===== src/hw/rtl/rau_pkg.sv =====
package rau_pkg;

  localparam int WIDTH = 32;
  localparam int DW = 2 * WIDTH;
  localparam int CW = $clog2(DW + 1);

  localparam logic [2:0] OP_NORM = 3'd0;
  localparam logic [2:0] OP_ADD  = 3'd1;
  localparam logic [2:0] OP_SUB  = 3'd2;
  localparam logic [2:0] OP_MUL  = 3'd3;
  localparam logic [2:0] OP_DIV  = 3'd4;

  localparam logic [1:0] ST_OK   = 2'd0;
  localparam logic [1:0] ST_ZERO = 2'd1;
  localparam logic [1:0] ST_OVF  = 2'd2;

  typedef struct packed {
    logic [2:0]       opcode;
    logic             a_neg;
    logic [WIDTH-1:0] a_mag;
    logic [WIDTH-1:0] a_den;
    logic             b_neg;
    logic [WIDTH-1:0] b_mag;
    logic [WIDTH-1:0] b_den;
  } job_t;

  function automatic logic [WIDTH:0] split(input logic [31:0] v);
    logic [WIDTH-1:0] m;
    m = v[WIDTH-1:0];
    if (m[WIDTH-1]) begin
      split = {1'b1, WIDTH'(~m + 1'b1)};
    end else begin
      split = {1'b0, m};
    end
  endfunction

endpackage


===== src/hw/rtl/rau_front.sv =====
module rau_front (
  input  logic           clk,
  input  logic           rst,
  input  logic           s_tvalid,
  output logic           s_tready,
  input  logic [127:0]   s_tdata,
  input  logic [2:0]     s_tuser,
  output logic           q_valid,
  input  logic           q_ready,
  output rau_pkg::job_t  q_job
);

  localparam int W = rau_pkg::WIDTH;

  rau_pkg::job_t slot [2];
  logic [1:0] full;
  logic wr_ptr, rd_ptr;
  rau_pkg::job_t job_in;
  logic [W:0] an, ad, bn, bd;
  logic [2:0] op;

  always_comb begin
    an = rau_pkg::split(s_tdata[31:0]);
    ad = rau_pkg::split(s_tdata[63:32]);
    bn = rau_pkg::split(s_tdata[95:64]);
    bd = rau_pkg::split(s_tdata[127:96]);
    op = (s_tuser > rau_pkg::OP_DIV) ? rau_pkg::OP_NORM : s_tuser;
    job_in.opcode = op;
    job_in.a_mag  = an[W-1:0];
    job_in.a_den  = ad[W-1:0];
    job_in.a_neg  = (an[W] != ad[W]) && (an[W-1:0] != '0);
    job_in.b_mag  = bn[W-1:0];
    job_in.b_den  = bd[W-1:0];
    job_in.b_neg  = (bn[W] != bd[W]) && (bn[W-1:0] != '0);
  end

  assign s_tready = !full[wr_ptr];
  assign q_valid  = full[rd_ptr];
  assign q_job    = slot[rd_ptr];

  always_ff @(posedge clk) begin
    if (s_tvalid && s_tready) begin
      slot[wr_ptr] <= job_in;
    end
    if (rst) begin
      full   <= '0;
      wr_ptr <= 1'b0;
      rd_ptr <= 1'b0;
    end else begin
      if (s_tvalid && s_tready) begin
        full[wr_ptr] <= 1'b1;
        wr_ptr       <= !wr_ptr;
      end
      if (q_valid && q_ready) begin
        full[rd_ptr] <= 1'b0;
        rd_ptr       <= !rd_ptr;
      end
    end
  end

endmodule


===== config.mk =====
export PLATFORM = sky130hd
export DESIGN_NAME = rau_front
export DESIGN_NICKNAME = d
export VERILOG_FILES = /design/src/hw/rtl/rau_pkg.sv /design/src/hw/rtl/rau_front.sv
export SDC_FILE = /design/constraint.sdc
export NUM_CORES = 1
export LEC_CHECK = 0
export BUFFER_PORTS_ARGS = -buffer_cell sky130_fd_sc_hd__buf_2
export CAP_MARGIN = 10
export CORE_ASPECT_RATIO = 1.1
export CORE_MARGIN = 3
export CORE_UTILIZATION = 55
export CTS_CLUSTER_DIAMETER = 60
export DETAILED_ROUTE_END_ITERATION = 6
export GPL_TIMING_DRIVEN = 0
export PLACE_DENSITY = 0.82
export SYNTH_ARGS = -nofsm -noshare
export SYNTH_HDL_FRONTEND = slang
export SYNTH_SLANG_ARGS = --single-unit

===== constraint.sdc =====
create_clock -name clk -period 17.4 [get_ports clk]
set_clock_uncertainty 0.2 [all_clocks]
set_input_delay 3.48 -clock clk [delete_from_list [all_inputs] [get_ports clk]]
set_output_delay 3.48 -clock clk [all_outputs]
set_load 0.01 [all_outputs]

; Word level (Yosys, flattened, before mapping)
; Memories as Yosys holds them, arrays and structs flattened. A register that Yosys moved wholly into a read port is not among the register bits.
; Cells that the tools add are included.
[word_totals]
regBits = 4
latch_bits = 0
mem_bits_rw = 266
mem_bits_ro = 0
out_inout_bits = 135
mem_count = 1
[memory_table]
columns = memory, depth, word_bits, read_ports, rd_ports_with_merged_regs, wr, line
row1 = slot, 2, 133, 1, 1, 1, rau_front.sv:15  ; rau_pkg::job_t slot [2];
[op_classes]
addsub = 4
mul = 0
n_div = 0
order_cmp = 5
eq_ne = 2
shift = 0
mux = 20
bitwise = 7
reduce_logical = 11
[ops]
columns = cell, n
row1 = 33-bit two-way mux, 4
row2 = "32-bit by 1-bit adder with 32-bit output, second input constant", 4
row3 = 32-bit inverter, 4
row4 = 32-bit nonzero test, 2
row5 = 1-bit two-way mux, 10
row6 = 1-bit logical AND, 6
row7 = 2-bit two-way mux, 3
row8 = "1-bit by 2-bit less-than comparator with 1-bit output, second input constant", 2
row9 = "3-bit greater-than comparator, second input constant", 1
row10 = 1-bit logical NOT, 3
row11 = 3-bit two-way mux, 1
row12 = 2-bit bitwise AND, 1
row13 = 1-bit demux with 1-bit select, 2
row14 = "1-bit >= comparator, second input constant", 2
row15 = 1-bit inequality test, 2
row16 = 2-bit inverter, 1
row17 = 2-bit OR, 1

; Longest topological paths before layout
[logic_depth]
depth_word = 9
ltp_mapped = 10
mapped_depth_nobuf = 9

; Worst setup path after synthesis
; OpenSTA, ideal clock, no wires.
[synth_path]
kind = input to register
startpoint = in s_tvalid
endpoint = mem slot[0][0] in the netlist's numbering, enable pin
arrival_time_ns = 13.090
required_time_ns = 16.381
slack_ns = 3.290
stages = 1
n_path_buf = 0
path_cell_list = nor3b_1
[synth_via]
elab_chain_cells = 3
[synth_lines]
columns = item, line
row1 = "start, declared", rau_front.sv:4  ; input logic s_tvalid,
row2 = 1-bit logical AND, rau_front.sv:42  ; if (s_tvalid && s_tready) begin
row3 = 1-bit two-way mux, rau_front.sv:42
row4 = 1-bit two-way mux (not written as such), rau_front.sv:43  ; slot[wr_ptr] <= job_in;
row5 = "end, declared", rau_front.sv:15
; Every way passes these cells.

==> results.py <==
metrics = {
    "critical_path": {
        "startpoint_type": "flop",
        "worstPathRequired_ns": 13.72,
        "arrival_ns": 2.89,
        "crit_chain": "clkbuf_1, clkbuf_1, clkbuf_1, mux2_2, buf_2",
        "crit_fanout": 10,
        "crit_family": "buffers and inverters",
        "cpMostUsedCell": "clkbuf_1",
        "path_class": "reg2out",
        "critPathCaptureType": "output port",
        "crit_slowest_cell": "clkbuf_1",
        "critPathBufInv": 4,
        "r2r_setup_slack_ns": 15.03,
        "slowest_delay_ns": 0.56,
    },
    "die": {
        "die_h_um": 166,
        "core_area_um2": 22500,
        "row_count": 57,
        "die_w_um": 151,
        "die_area_um2": 25100,
        "ios": 270,
        "start_util_pct": 56.8,
    },
    "yosys": {
        "async_reset_ff_share_pct": 0,
        "ys_ff_latch": 271,
        "netlist_area_um2": 12800,
        "syn_nets": 997,
        "synth-seq-area-share_pct": 63.4,
        "synth_area_per_cell_um2": 14.9,
        "synth_edf_count": 266,
        "ys_warn_count": 0,
        "synth.distinct_cells": 60,
        "syn_inst": 858,
        "synth_top_flop_cell": "edfxtp_1",
    },
    "clock_tree": {
        "cts_hold_buffers": 0,
        "clockRootBuffer": "clkbuf_16",
        "cts_buffers": 28,
        "cts_tree": "done",
        "cts_sinks": 271,
        "cts-resized-gates": 0,
        "clock_latency_ns": 0.52,
        "postCtsSetupBuffers": 0,
        "h-tree-depth": 1,
        "cts_max_path_buffers": 3,
        "clk_pin_slew_ns": 0.06,
    },
    "sta": {
        "hold_viol": 0,
        "drv_slew": 0,
        "worstMarginPinSlew_ns": 0.814,
        "slew_headroom_pct": 45.5,
        "postLayoutSetupSlackWorst_ns": 10.83,
        "fin_crit_ns": 6.57,
        "fin_hold_ws_ns": 0.369,
        "setup_viol": 0,
        "finalCritPeriodShare_pct": 37.8,
        "grt_setup_unrepaired": "false",
        "fmax_mhz": 152,
    },
    "final_layout": {
        "fillers": 1568,
        "finalNetCount": 1305,
        "syn_to_final_growth_pct": 22.2,
        "drive_above_1_share_pct": 40.5,
        "multiInputGateArea_um2": 4490,
        "fin_area_um2": 15600,
        "regArea_um2": 8090,
    },
    "detailed_routing": {
        "ant_nets": 0,
        "drtIter0Drc": 538,
        "routedWlPerCell_um": 19.6,
        "vias_per_cell": 5.73,
        "dr.pass1.iters": 5,
        "drcViolationCount": 0,
        "finalWirelength_um": 29100,
        "vias": 8505,
    },
    "grt": {
        "grt_overflow_total": 0,
        "grt.total_usage_pct": 22.6,
        "grt_pass1_wl_um": 45300,
        "gr-max-usage-layer": "met2",
        "gr-usage-met3_pct": 4.18,
        "gr-usage-met2_pct": 39.5,
        "grt_pass1_vias": 8872,
        "grt_start_max_net_pins": 51,
        "met1_usage_pct": 27.4,
        "grt_antenna_before_repair": 6,
    },
    "placement": {
        "portBuffers": 263,
        "post_dp_cell_area_um2": 14700,
        "gp_congestion": 0.826,
        "post-dp-hpwl_um": 21500,
        "pre_cts_slack_ns": 10.77,
    },
    "power": {
        "ir_drop_v": 0.000100,
        "power_mw": 1.63,
        "p_per_area_nw_per_um2": 105,
        "leakage_nw": 5.45,
    },
    "run": {
        "cap_violations": 0,
    },
    "min_path": {
        "min_path_type": "reg2reg",
    },
    "run_status": {
        "outcome": "finished clean",
    },
}
==> power breakdown <==
group	internal (mW)	switching (mW)
Sequential	0.783	0.0112
Combinational	0.105	0.138
Clock	0.360	0.236
==> cells by family (layout without fill, tap and decap cells) <==
family / Yosys count / count (layout) / synth area share, %
xor gates and xnor gates: 119 / 119 / 8.17
adders and majority gates: 4 / 4 / 0.392
DFF: 271 / 271 / 63.4
other: 0 / 5 / 0
muxes: 137 / 137 / 12.1
AOI/OAI and AO/OA: 111 / 111 / 6.57
buffers and inverters: 47 / 374 / 1.47
and+or+nand+nor: 169 / 169 / 7.94
==> placed cells by master, fill, tap and decap left out, types with 17 or more instances in the layout <==
master and n:
edfxtp_1 266, o31ai_1 32, mux2_2 134, clkbuf_1 35
o21ai_1 17, nor4_1 19, nand2_1 39, or4_1 17
clkbuf_16 29, xnor2_1 114, o41ai_1 17, o21ai_0 20
buf_2 266
==> worst paths after layout <==
| path | start | end | cells past startpoint |
|---|---|---|---|
| max reg2reg | wr_ptr | slot[0][77] | 5 |
| max | flop | q_job[64] | 5 |
| min reg2reg | wr_ptr | wr_ptr | 2 |
| min | wr_ptr | wr_ptr | 2 |
==> cell type report <==
cell class / instances / area share, %
clock inverter: 16 / 1.14
clock buffer: 33 / 4.75
inverter: 10 / 0.241
timing repair buffer: 278 / 9.78
sequential: 271 / 51.9
multi-input combinational: 540 / 28.8
buffer: 37 / 0.963
tap: 295 / 2.37
antenna: 5 / 0.0802
==> layer usage <==
metal / vias to the layer above / share of wire [%]
met3: 75 / 7.2
met2: 335 / 52
met1: 4115 / 37
li1: 3978 / -
met4: 2 / 3.7
met5: - / 0.045
==> flip-flops by register name, indices dropped and copies added (netlist names), named ones only <==
register  flops
slot        266
full          2
rd_ptr        1
wr_ptr        1
==> tightest hold or removal path: stages, from the launching register on <==
cell,delay (ns)
dfxtp_1,0.35
nor2_1,0.11
nor3_1,0.05
==> through the flow <==
stage                     utilization, %  setup TNS, ns  std cells
after floorplan                        -              0        858
after global placement              64.3        -296.53       1416
after CTS                           69.4              0       1480
after global routing                69.4              0       1485
final                               69.4              0       1485
after detailed placement            65.3              0       1431
==> cells in the mapped netlist, drive strengths merged (4+ instances only) <==
library cell / count / area share, %
mux2: 135 / 12
xnor2: 114 / 7.8
nor3: 15 / 0.59
nor2: 15 / 0.44
o31ai: 37 / 2.4
or4: 23 / 1.5
nand2: 39 / 1.1
xor2: 5 / 0.34
nor4: 20 / 1.0
clkbuf: 31 / 0.91
o41ai: 20 / 1.5
or3: 16 / 0.78
nor2b: 4 / 0.20
ha: 4 / 0.39
nand4: 4 / 0.20
buf: 6 / 0.26
o21ai: 38 / 1.5
inv: 10 / 0.29
edfxtp: 266 / 63
dfxtp: 5 / 0.78
nand2b: 10 / 0.55
Power figures use the tool's default switching activity.
